## config.mk

```make
export PLATFORM = sky130hd
export DESIGN_NAME = postfix_expression_evaluator_unit
export DESIGN_NICKNAME = d
export VERILOG_FILES = /design/src/hw/rtl/rpn_pkg.sv /design/src/hw/rtl/postfix_expression_evaluator_unit.sv /design/src/hw/rtl/rpn_front.sv /design/src/hw/rtl/rpn_fifo.sv /design/src/hw/rtl/rpn_div.sv /design/src/hw/rtl/rpn_exec.sv
export SDC_FILE = /design/constraint.sdc
export NUM_CORES = 2
export LEC_CHECK = 0
export CAP_MARGIN = 20
export CORE_ASPECT_RATIO = 0.5
export CORE_MARGIN = 2
export CORE_UTILIZATION = 50
export CTS_BUF_LIST = sky130_fd_sc_hd__clkbuf_4
export CTS_CLUSTER_DIAMETER = 80
export CTS_CLUSTER_SIZE = 28
export DETAILED_ROUTE_END_ITERATION = 10
export DONT_BUFFER_PORTS = 1
export GPL_TIMING_DRIVEN = 0
export PLACE_DENSITY_LB_ADDON = 0.25
export SLEW_MARGIN = 25
export SYNTH_ARGS = -nofsm -noshare
export SYNTH_HDL_FRONTEND = slang
export SYNTH_SLANG_ARGS = --single-unit
```

## constraint.sdc

```tcl
create_clock -name aclk -period 18.83 [get_ports aclk]
set_clock_uncertainty 0.2 [all_clocks]
set_input_delay 1.883 -clock aclk [delete_from_list [all_inputs] [get_ports aclk]]
set_output_delay 1.883 -clock aclk [all_outputs]
set_load 0.05 [all_outputs]
```

## src/hw/rtl/rpn_pkg.sv

```systemverilog
`default_nettype none

package rpn_pkg;

    // Operand stack geometry
    localparam int STACK_DEPTH = 32;
    localparam int STACK_AW    = (STACK_DEPTH > 1) ? $clog2(STACK_DEPTH) : 1;
    localparam int STACK_CW    = $clog2(STACK_DEPTH + 1);

    // Queue between front and back
    localparam int FIFO_DEPTH = 4;
    localparam int FIFO_AW    = $clog2(FIFO_DEPTH);
    localparam int FIFO_CW    = $clog2(FIFO_DEPTH + 1);

    // Data widths
    localparam int DATA_W     = 32;
    localparam int STATUS_W   = 3;
    localparam int SYM_W      = 8;
    localparam int DIGIT_W    = 4;
    localparam int M_TDATA_W  = 40;
    localparam int DIV_STEPS  = DATA_W;
    localparam int DIV_CNT_W  = $clog2(DIV_STEPS);

    // ASCII codes
    localparam logic [SYM_W-1:0] CHAR_0     = 8'h30;
    localparam logic [SYM_W-1:0] CHAR_9     = 8'h39;
    localparam logic [SYM_W-1:0] CHAR_PLUS  = 8'h2B;
    localparam logic [SYM_W-1:0] CHAR_MINUS = 8'h2D;
    localparam logic [SYM_W-1:0] CHAR_STAR  = 8'h2A;
    localparam logic [SYM_W-1:0] CHAR_SLASH = 8'h2F;

    // Status codes
    localparam logic [STATUS_W-1:0] ST_OK       = 3'd0;
    localparam logic [STATUS_W-1:0] ST_OPERANDS = 3'd1;
    localparam logic [STATUS_W-1:0] ST_COUNT    = 3'd2;
    localparam logic [STATUS_W-1:0] ST_OVERFLOW = 3'd3;
    localparam logic [STATUS_W-1:0] ST_DIVZERO  = 3'd4;

    localparam logic [DATA_W-1:0] ERR_VALUE = '1;

    // Classified symbol kind
    typedef enum logic [2:0] {
        KIND_NOP,
        KIND_DIGIT,
        KIND_ADD,
        KIND_SUB,
        KIND_MUL,
        KIND_DIV
    } kind_t;

    // Word held in the queue
    typedef struct packed {
        kind_t              kind;
        logic [DIGIT_W-1:0] digit;
        logic               last;
    } item_t;

    // Divider request and response
    typedef struct packed {
        logic              start;
        logic [DATA_W-1:0] dividend;
        logic [DATA_W-1:0] divisor;
    } div_req_t;

    typedef struct packed {
        logic              done;
        logic [DATA_W-1:0] quotient;
    } div_rsp_t;

endpackage

`default_nettype wire

```

## src/hw/rtl/postfix_expression_evaluator_unit.sv

```systemverilog
`default_nettype none

// Postfix (RPN) evaluator over a byte stream of ASCII characters, one per word on the
// slave side, s_tlast marking the final character. Digits push, + - * / pop two and push
// the 32-bit wrapping result (division truncates toward zero); other characters are
// ignored. On the last character one word leaves on the master side: the value, or all
// ones with a nonzero status (1 missing operands, 2 final count not one, 3 overflow,
// 4 divide by zero). While the four-deep queue has room, a classifier takes one word per
// cycle into it and drops ignored characters unless they close the expression; the
// executing stage then handles a digit or a closing ignored character on fetch, + - *
// with a further refill step (which refills the next-of-stack register from the
// registered read of the stack memory) and / through the iterative divider (an issuing
// step, one quotient bit per cycle, a sign fix and a done step), then forms the result
// on the last character, waiting while an earlier result word still waits on m_tready.
// The stack contents are not cleared at reset; the block is ready straight after reset.
module postfix_expression_evaluator_unit import rpn_pkg::*; (
    input  wire logic                 aclk,
    input  wire logic                 aresetn,
    input  wire logic                 s_tvalid,
    output logic                      s_tready,
    input  wire logic [SYM_W-1:0]     s_tdata,   // [7:0] symbol
    input  wire logic                 s_tlast,   // last_symbol
    output logic                      m_tvalid,
    input  wire logic                 m_tready,
    output logic [M_TDATA_W-1:0]      m_tdata    // [31:0] value, [34:32] status, rest zero
);

    logic  fifo_push, fifo_pop, fifo_full, fifo_empty;
    item_t push_item, pop_item;

    rpn_front u_front (
        .aresetn   (aresetn),
        .s_tvalid  (s_tvalid),
        .s_tready  (s_tready),
        .s_tdata   (s_tdata),
        .s_tlast   (s_tlast),
        .fifo_full (fifo_full),
        .fifo_push (fifo_push),
        .fifo_item (push_item)
    );

    rpn_fifo u_fifo (
        .aclk      (aclk),
        .aresetn   (aresetn),
        .push      (fifo_push),
        .push_item (push_item),
        .pop       (fifo_pop),
        .pop_item  (pop_item),
        .full      (fifo_full),
        .empty     (fifo_empty)
    );

    rpn_exec u_exec (
        .aclk       (aclk),
        .aresetn    (aresetn),
        .fifo_empty (fifo_empty),
        .fifo_item  (pop_item),
        .fifo_pop   (fifo_pop),
        .m_tvalid   (m_tvalid),
        .m_tready   (m_tready),
        .m_tdata    (m_tdata)
    );

endmodule

`default_nettype wire

```

## src/hw/rtl/rpn_front.sv

```systemverilog
`default_nettype none

module rpn_front import rpn_pkg::*; (
    input  wire logic             aresetn,
    input  wire logic             s_tvalid,
    output logic                  s_tready,
    input  wire logic [SYM_W-1:0] s_tdata,   // [7:0] symbol
    input  wire logic             s_tlast,   // last_symbol
    input  wire logic             fifo_full,
    output logic                  fifo_push,
    output item_t                 fifo_item
);

    kind_t kind;

    // Classify the incoming character
    always_comb begin
        if (s_tdata >= CHAR_0 && s_tdata <= CHAR_9) begin
            kind = KIND_DIGIT;
        end else if (s_tdata == CHAR_PLUS) begin
            kind = KIND_ADD;
        end else if (s_tdata == CHAR_MINUS) begin
            kind = KIND_SUB;
        end else if (s_tdata == CHAR_STAR) begin
            kind = KIND_MUL;
        end else if (s_tdata == CHAR_SLASH) begin
            kind = KIND_DIV;
        end else begin
            kind = KIND_NOP;
        end
    end

    // Accept whenever the queue has room; drop ignored characters that do not close a run
    assign s_tready        = aresetn && !fifo_full;
    assign fifo_push       = s_tvalid && s_tready && (kind != KIND_NOP || s_tlast);
    assign fifo_item.kind  = kind;
    assign fifo_item.digit = DIGIT_W'(s_tdata - CHAR_0);
    assign fifo_item.last  = s_tlast;

endmodule

`default_nettype wire

```

## src/hw/rtl/rpn_fifo.sv

```systemverilog
`default_nettype none

module rpn_fifo import rpn_pkg::*; (
    input  wire logic  aclk,
    input  wire logic  aresetn,
    input  wire logic  push,
    input  wire item_t push_item,
    input  wire logic  pop,
    output item_t      pop_item,
    output logic       full,
    output logic       empty
);

    item_t              entry_reg [FIFO_DEPTH];
    logic [FIFO_AW-1:0] wr_ptr_reg, wr_ptr_next;
    logic [FIFO_AW-1:0] rd_ptr_reg, rd_ptr_next;
    logic [FIFO_CW-1:0] count_reg, count_next;
    logic               do_push, do_pop;

    assign full     = (count_reg == FIFO_CW'(FIFO_DEPTH));
    assign empty    = (count_reg == '0);
    assign do_push  = push && !full;
    assign do_pop   = pop && !empty;
    assign pop_item = entry_reg[rd_ptr_reg];

    // Advance pointers and occupancy
    always_comb begin
        wr_ptr_next = wr_ptr_reg;
        rd_ptr_next = rd_ptr_reg;
        count_next  = count_reg;
        if (do_push) begin
            wr_ptr_next = wr_ptr_reg + FIFO_AW'(1);
        end
        if (do_pop) begin
            rd_ptr_next = rd_ptr_reg + FIFO_AW'(1);
        end
        if (do_push && !do_pop) begin
            count_next = count_reg + FIFO_CW'(1);
        end else if (!do_push && do_pop) begin
            count_next = count_reg - FIFO_CW'(1);
        end
    end

    always_ff @(posedge aclk) begin
        if (!aresetn) begin
            wr_ptr_reg <= '0;
            rd_ptr_reg <= '0;
            count_reg  <= '0;
        end else begin
            wr_ptr_reg <= wr_ptr_next;
            rd_ptr_reg <= rd_ptr_next;
            count_reg  <= count_next;
        end
    end

    // Store the incoming word
    always_ff @(posedge aclk) begin
        if (do_push) begin
            entry_reg[wr_ptr_reg] <= push_item;
        end
    end

endmodule

`default_nettype wire

```

## src/hw/rtl/rpn_div.sv

```systemverilog
`default_nettype none

module rpn_div import rpn_pkg::*; (
    input  wire logic     aclk,
    input  wire logic     aresetn,
    input  wire div_req_t req,
    output div_rsp_t      rsp
);

    typedef enum logic [1:0] {
        D_IDLE,
        D_RUN,
        D_FIX
    } dstate_t;

    dstate_t              state_reg, state_next;
    logic [DIV_CNT_W-1:0] cnt_reg, cnt_next;
    logic [DATA_W-1:0]    rem_reg, rem_next;
    logic [DATA_W-1:0]    quo_reg, quo_next;
    logic [DATA_W-1:0]    den_reg, den_next;
    logic                 neg_reg, neg_next;
    logic [DATA_W-1:0]    q_reg, q_next;
    logic                 done_reg, done_next;
    logic [DATA_W:0]      rem_shift;
    logic [DATA_W:0]      diff;

    // One restoring step per cycle
    assign rem_shift = {rem_reg, quo_reg[DATA_W-1]};
    assign diff      = rem_shift - {1'b0, den_reg};

    always_comb begin
        state_next = state_reg;
        cnt_next   = cnt_reg;
        rem_next   = rem_reg;
        quo_next   = quo_reg;
        den_next   = den_reg;
        neg_next   = neg_reg;
        q_next     = q_reg;
        done_next  = 1'b0;
        case (state_reg)
            D_IDLE: begin
                if (req.start) begin
                    neg_next   = req.dividend[DATA_W-1] ^ req.divisor[DATA_W-1];
                    quo_next   = req.dividend[DATA_W-1] ? (DATA_W'(0) - req.dividend)
                                                        : req.dividend;
                    den_next   = req.divisor[DATA_W-1] ? (DATA_W'(0) - req.divisor)
                                                       : req.divisor;
                    rem_next   = '0;
                    cnt_next   = '0;
                    state_next = D_RUN;
                end
            end
            D_RUN: begin
                if (!diff[DATA_W]) begin
                    rem_next = diff[DATA_W-1:0];
                    quo_next = {quo_reg[DATA_W-2:0], 1'b1};
                end else begin
                    rem_next = rem_shift[DATA_W-1:0];
                    quo_next = {quo_reg[DATA_W-2:0], 1'b0};
                end
                cnt_next = cnt_reg + DIV_CNT_W'(1);
                if (cnt_reg == DIV_CNT_W'(DIV_STEPS - 1)) begin
                    state_next = D_FIX;
                end
            end
            D_FIX: begin
                // Apply the sign of the quotient
                q_next     = neg_reg ? (DATA_W'(0) - quo_reg) : quo_reg;
                done_next  = 1'b1;
                state_next = D_IDLE;
            end
            default: begin
                state_next = D_IDLE;
            end
        endcase
    end

    always_ff @(posedge aclk) begin
        if (!aresetn) begin
            state_reg <= D_IDLE;
            done_reg  <= 1'b0;
        end else begin
            state_reg <= state_next;
            done_reg  <= done_next;
        end
        cnt_reg <= cnt_next;
        rem_reg <= rem_next;
        quo_reg <= quo_next;
        den_reg <= den_next;
        neg_reg <= neg_next;
        q_reg   <= q_next;
    end

    assign rsp.done     = done_reg;
    assign rsp.quotient = q_reg;

endmodule

`default_nettype wire

```

## src/hw/rtl/rpn_exec.sv

```systemverilog
`default_nettype none

module rpn_exec import rpn_pkg::*; (
    input  wire logic                 aclk,
    input  wire logic                 aresetn,
    input  wire logic                 fifo_empty,
    input  wire item_t                fifo_item,
    output logic                      fifo_pop,
    output logic                      m_tvalid,
    input  wire logic                 m_tready,
    output logic [M_TDATA_W-1:0]      m_tdata
);

    typedef enum logic [1:0] {
        S_FETCH,
        S_REFILL,
        S_DIV,
        S_EMIT
    } state_t;

    state_t                state_reg, state_next;
    logic [STACK_CW-1:0]   count_reg, count_next;
    logic [STATUS_W-1:0]   error_reg, error_next;
    logic [DATA_W-1:0]     tos_reg, tos_next;
    logic [DATA_W-1:0]     nos_reg, nos_next;
    logic                  last_pend_reg, last_pend_next;
    logic                  m_valid_reg, m_valid_next;
    logic [DATA_W-1:0]     value_reg, value_next;
    logic [STATUS_W-1:0]   status_reg, status_next;
    logic [DATA_W-1:0]     rd_reg;
    logic [DATA_W-1:0]     stack_mem [STACK_DEPTH];

    logic [STACK_CW-1:0]   count_m2, count_m3;
    logic [STACK_AW-1:0]   wr_addr, rd_addr;
    logic                  wr_en;
    logic                  out_free;
    logic [DATA_W-1:0]     alu_res;
    div_req_t              div_req;
    div_rsp_t              div_rsp;

    // Entries below the top two live in memory
    assign count_m2 = count_reg - STACK_CW'(2);
    assign count_m3 = count_reg - STACK_CW'(3);
    assign wr_addr  = count_m2[STACK_AW-1:0];
    assign rd_addr  = count_m3[STACK_AW-1:0];
    assign out_free = !m_valid_reg || m_tready;

    // Left operand is next-of-stack, right operand is top-of-stack
    always_comb begin
        case (fifo_item.kind)
            KIND_ADD: alu_res = nos_reg + tos_reg;
            KIND_SUB: alu_res = nos_reg - tos_reg;
            KIND_MUL: alu_res = DATA_W'(nos_reg * tos_reg);
            default:  alu_res = nos_reg + tos_reg;
        endcase
    end

    rpn_div u_div (
        .aclk    (aclk),
        .aresetn (aresetn),
        .req     (div_req),
        .rsp     (div_rsp)
    );

    // Sequence one queued word at a time
    always_comb begin
        state_next       = state_reg;
        count_next       = count_reg;
        error_next       = error_reg;
        tos_next         = tos_reg;
        nos_next         = nos_reg;
        last_pend_next   = last_pend_reg;
        m_valid_next     = m_valid_reg && !m_tready;
        value_next       = value_reg;
        status_next      = status_reg;
        fifo_pop         = 1'b0;
        wr_en            = 1'b0;
        div_req.start    = 1'b0;
        div_req.dividend = nos_reg;
        div_req.divisor  = tos_reg;
        case (state_reg)
            S_FETCH: begin
                if (!fifo_empty) begin
                    fifo_pop       = 1'b1;
                    last_pend_next = fifo_item.last;
                    state_next     = fifo_item.last ? S_EMIT : S_FETCH;
                    if (error_reg == ST_OK) begin
                        case (fifo_item.kind)
                            KIND_DIGIT: begin
                                if (count_reg >= STACK_CW'(STACK_DEPTH)) begin
                                    error_next = ST_OVERFLOW;
                                end else begin
                                    wr_en      = (count_reg >= STACK_CW'(2));
                                    nos_next   = tos_reg;
                                    tos_next   = DATA_W'(fifo_item.digit);
                                    count_next = count_reg + STACK_CW'(1);
                                end
                            end
                            KIND_ADD, KIND_SUB, KIND_MUL: begin
                                if (count_reg < STACK_CW'(2)) begin
                                    error_next = ST_OPERANDS;
                                end else begin
                                    tos_next   = alu_res;
                                    count_next = count_reg - STACK_CW'(1);
                                    state_next = S_REFILL;
                                end
                            end
                            KIND_DIV: begin
                                if (count_reg < STACK_CW'(2)) begin
                                    error_next = ST_OPERANDS;
                                end else if (tos_reg == '0) begin
                                    error_next = ST_DIVZERO;
                                end else begin
                                    div_req.start = 1'b1;
                                    state_next    = S_DIV;
                                end
                            end
                            default: begin
                            end
                        endcase
                    end
                end
            end
            S_REFILL: begin
                // Pull the new next-of-stack back from memory
                nos_next   = rd_reg;
                state_next = last_pend_reg ? S_EMIT : S_FETCH;
            end
            S_DIV: begin
                if (div_rsp.done) begin
                    tos_next   = div_rsp.quotient;
                    nos_next   = rd_reg;
                    count_next = count_reg - STACK_CW'(1);
                    state_next = last_pend_reg ? S_EMIT : S_FETCH;
                end
            end
            S_EMIT: begin
                if (out_free) begin
                    m_valid_next = 1'b1;
                    if (error_reg != ST_OK) begin
                        value_next  = ERR_VALUE;
                        status_next = error_reg;
                    end else if (count_reg != STACK_CW'(1)) begin
                        value_next  = ERR_VALUE;
                        status_next = ST_COUNT;
                    end else begin
                        value_next  = tos_reg;
                        status_next = ST_OK;
                    end
                    count_next = '0;
                    error_next = ST_OK;
                    state_next = S_FETCH;
                end
            end
            default: begin
                state_next = S_FETCH;
            end
        endcase
    end

    // Hold state and registered outputs
    always_ff @(posedge aclk) begin
        if (!aresetn) begin
            state_reg     <= S_FETCH;
            count_reg     <= '0;
            error_reg     <= ST_OK;
            last_pend_reg <= 1'b0;
            m_valid_reg   <= 1'b0;
        end else begin
            state_reg     <= state_next;
            count_reg     <= count_next;
            error_reg     <= error_next;
            last_pend_reg <= last_pend_next;
            m_valid_reg   <= m_valid_next;
        end
        tos_reg    <= tos_next;
        nos_reg    <= nos_next;
        value_reg  <= value_next;
        status_reg <= status_next;
    end

    // Spill next-of-stack on push; read the entry below it every cycle
    always_ff @(posedge aclk) begin
        if (wr_en) begin
            stack_mem[wr_addr] <= nos_reg;
        end
        rd_reg <= stack_mem[rd_addr];
    end

    assign m_tvalid = m_valid_reg;
    assign m_tdata  = {(M_TDATA_W - DATA_W - STATUS_W)'(0), status_reg, value_reg};

    a_count_bound: assert property (@(posedge aclk) disable iff (!aresetn)
        count_reg <= STACK_CW'(STACK_DEPTH))
        else $error("stack count beyond depth");

    a_emit_clears: assert property (@(posedge aclk) disable iff (!aresetn)
        (state_reg == S_EMIT && out_free) |=>
            (count_reg == '0 && error_reg == ST_OK && m_valid_reg))
        else $error("result word not loaded or state not cleared");

    a_error_sticky: assert property (@(posedge aclk) disable iff (!aresetn)
        (error_reg != ST_OK && state_reg != S_EMIT) |=> (error_reg == $past(error_reg)))
        else $error("error code changed before result");

    a_error_value: assert property (@(posedge aclk) disable iff (!aresetn)
        (m_valid_reg && status_reg != ST_OK) |-> (value_reg == ERR_VALUE))
        else $error("failed expression without all-ones value");

endmodule

`default_nettype wire

```

==> impl_results.md <==
* DPL Wire Length at 153000 microns
* Placer's final routability congestion estimate at 0.979
* Die Outline Area at 149000 sq um
* Via-per-instance ratio at 6.03
* Number of remaining DRC errors at 0
* Final cell area excluding filler cells at 78800 sq um
* Part of the Yosys area used for sequential elements at 0.546
* Register area at 39800 sq um
* TritonCTS clock tree: built
* CP Data Arrival Time at 11.18 ns
* Setup repair after global routing missed its margin: false
* Count of yosys warnings during synthesis at 0
* Row Count at 99
* Critical Path Start Type: flip-flop
* Mapped Cells at 4992
* Fill cell total of the finished layout at 11700
* Post-cts resize count at 0
* Area occupied by multi-input gates at 30700 sq um
* Maximum number of pins on one net before global-route repair at 44
* Primary flip-flop cell chosen by synthesis mapping: edfxtp_1
* Per-instance average area after synthesis at 14.6 sq um
* Register with the most flip-flops: u_exec.stack_mem
* Residual antenna-violating net count after detailed routing at 0
* Commonest cells after routing, fill and taps aside: edfxtp_1, inv_1, fa_1, nand2_1, mux4_2
* Area Growth Syn to Fin at 7.96%
* Max-slew violations at 0
* Hold Path Cell Cnt at 2
* Library cell used as clock root buffer: clkbuf_4
* Number of clock buffers inserted by TritonCTS at 56
* Initial Util at 0.502
* FF-to-FF Start: u_exec.nos_reg[4]
* Setup tns final at 0 ns
* Crit share post-route at 0.558
* Classification of the worst setup path: reg -> reg
* Core footprint at 145000 sq um
* Reg2reg setup slack at 8.33 ns
* Layout cells sized above 1 at 0.145
* Cell area after technology mapping at 73000 sq um
* DIE HEIGHT at 274 microns
* Max Clk Rate at 95.2 MHz
* Vias in the first global route at 43500
* Number of flops mapped to enable cells by yosys at 1289
* Nets at 5796
* Instance count after placement with tap cells included at 7068
* Die outline width at 544 microns
* Number of levels the H-tree was split into at 2
* Finished Layout Cells at 7191
* Reg-to-reg endpoint: u_exec.tos_reg[30]
* Slew at the pin closest to its max-slew limit at 1.17 ns
* Max capacitance violation total at 0
* Outcome: complete, no violations
* DRT Pass-1 Iters at 6
* Total grt overflow at 0
* Cell taking the most area after synthesis: edfxtp_1
* Antenna violations before repair at 14
* Fin. Hold Viols at 0
* Detailed-route wire length per cell at 28.4 microns
* Final design utilization at 0.542
* Most common cell after layout, fill and taps aside: edfxtp_1
* Routed WL at 204000 microns
* Final critical-path required period at 10.50 ns
* Number of sinks handled by clock tree synthesis at 1346
* Post-synth ARST share at 0
* Count of port buffers added during placement at 0
* CTS Buffer Depth at 3
* Origin of the worst min-delay path: u_exec.last_pend_reg
* Count of endpoints failing setup in the final report at 0
* Flip-flop count of the largest register, all copies and words added at 1024
* Leading post-synthesis cells by cell area: edfxtp_1, fa_1, mux4_2, ha_1, and2_1
* Largest fanout of any net on the critical path at 10
* Worst-case headroom to the max-slew limit at 0.222
* Routed via count at 43300
* Count of pins on the block boundary at 55
* Hold-fix buffers, CTS at 0
* Number of register bits inferred by synthesis at 1346
* First-pass GRT wire length at 298000 microns
* Number of distinct library cell variants in the gate-level netlist after synthesis at 79
* Iteration-0 DRC count of the detailed router at 5390
* Sink of the worst hold path: u_exec.last_pend_reg
* Buffers inserted during post-CTS setup optimization at 0
* Post-placement cell area at 77800 sq um
* Overall routing resource usage at 0.277
* Share of the synthesized area in the top cell type at 0.530
* Classification of the worst-slack hold path: reg -> reg
* Critical path capture point type: flip-flop
* Later-pin clock latency in the skew report at 1.13 ns
* Clk slew on worst S/H paths at 0.28 ns
* Worst r2r path cells at 24
* Crit path required time at 19.51 ns
-- final cells by class --
class | count | share of cell area
Timing Repair Buffer | 108 | 0.0267
Inverter | 454 | 0.0216
Sequential cell | 1346 | 0.506
Tap cell | 1969 | 0.0313
Antenna cell | 12 | 0.000381
Multi-Input combinational cell | 2920 | 0.389
Clock inverter | 9 | 0.00159
Buffer | 276 | 0.0142
Clock buffer | 97 | 0.00924
-- per-layer routing --
metal,vias to the layer above,global-route usage,share of wire
li1,18200,-,-
met1,22700,0.394,0.41
met2,2064,0.432,0.45
met3,325,0.0624,0.10
met4,10,0.0764,0.034
met5,-,0,0.00039
-- logic make-up after synthesis --
family	after synthesis	share of synthesized area
AOI/OAI and AO/OA	475	0.0421
xor gates and xnor gates	266	0.0319
adders and majority gates	621	0.149
buffers and inverters	730	0.0381
other	1	0.0000514
DFF	1346	0.546
and+or+nand+nor	1127	0.0774
muxes	426	0.116
-- cell usage after synthesis (7+ instances only) --
library cell and count:
a31oi_1 12, fa_1 411, a21oi_1 102, mux4_2 328, or4_1 15, a21o_1 38, o31a_1 7, o41ai_1 15
o21bai_1 11, clkbuf_1 233, a211oi_1 12, nand4_1 9, mux2i_1 33, ha_1 210, nand3b_1 7, and3_1 11
nand2b_1 31, and2_1 319, edfxtp_1 1289, or3_1 26, o21ai_0 136, nand2_1 394, nor2_1 163, a221oi_1 11
mux2_2 65, o21a_1 18, a2111oi_0 7, a22oi_1 17, dfxtp_1 57, buf_1 25, or2_2 43, nand3_1 28
xnor2_1 170, xor2_1 96, nor3_1 36, o31ai_1 32, nor2b_1 23, o211ai_1 9, inv_1 453, buf_2 11
-- critical path: stages (launching register included) --
cell and delay (ns):
edfxtp_1 0.87, clkbuf_1 0.85, clkbuf_1 0.93, nand2_1 0.17, fa_1 0.40, inv_1 0.08
fa_1 0.41, inv_1 0.09, fa_1 0.43, fa_1 0.50, fa_1 0.54, inv_1 0.05
fa_1 0.45, fa_1 0.59, fa_1 0.50, ha_1 0.27, a211oi_1 0.34, o21ai_0 0.16
a221o_1 0.37, a21oi_1 0.63, nor2_1 0.08, o41ai_1 0.50, xor2_1 0.44, nor2_1 0.08
o32a_1 0.33
-- through the flow --
stage	setup WS (ns)	hold WS (ns)
final	8.33	0.297
after global routing	8.34	0.321
after CTS	8.48	0.294
after detailed placement	8.51	0.265
after global placement	8.35	0.256
after floorplan	10.69	0.237
-- worst max path at each step --
stage,start,endpoint,slack [ns],cells after the start
floorplan,u_exec.nos_reg[17],u_exec.tos_reg[30],10.69,24
global placement,u_exec.nos_reg[4],u_exec.tos_reg[30],8.35,25
detailed placement,u_exec.nos_reg[16],u_exec.tos_reg[30],8.51,24
CTS,u_exec.nos_reg[16],u_exec.tos_reg[30],8.48,24
global route,u_exec.nos_reg[4],u_exec.tos_reg[30],8.34,24
finish,u_exec.nos_reg[4],u_exec.tos_reg[30],8.33,24
Power is not shown: default switching activity piles up to over one toggle a cycle in this logic, so the estimate is an artifact.
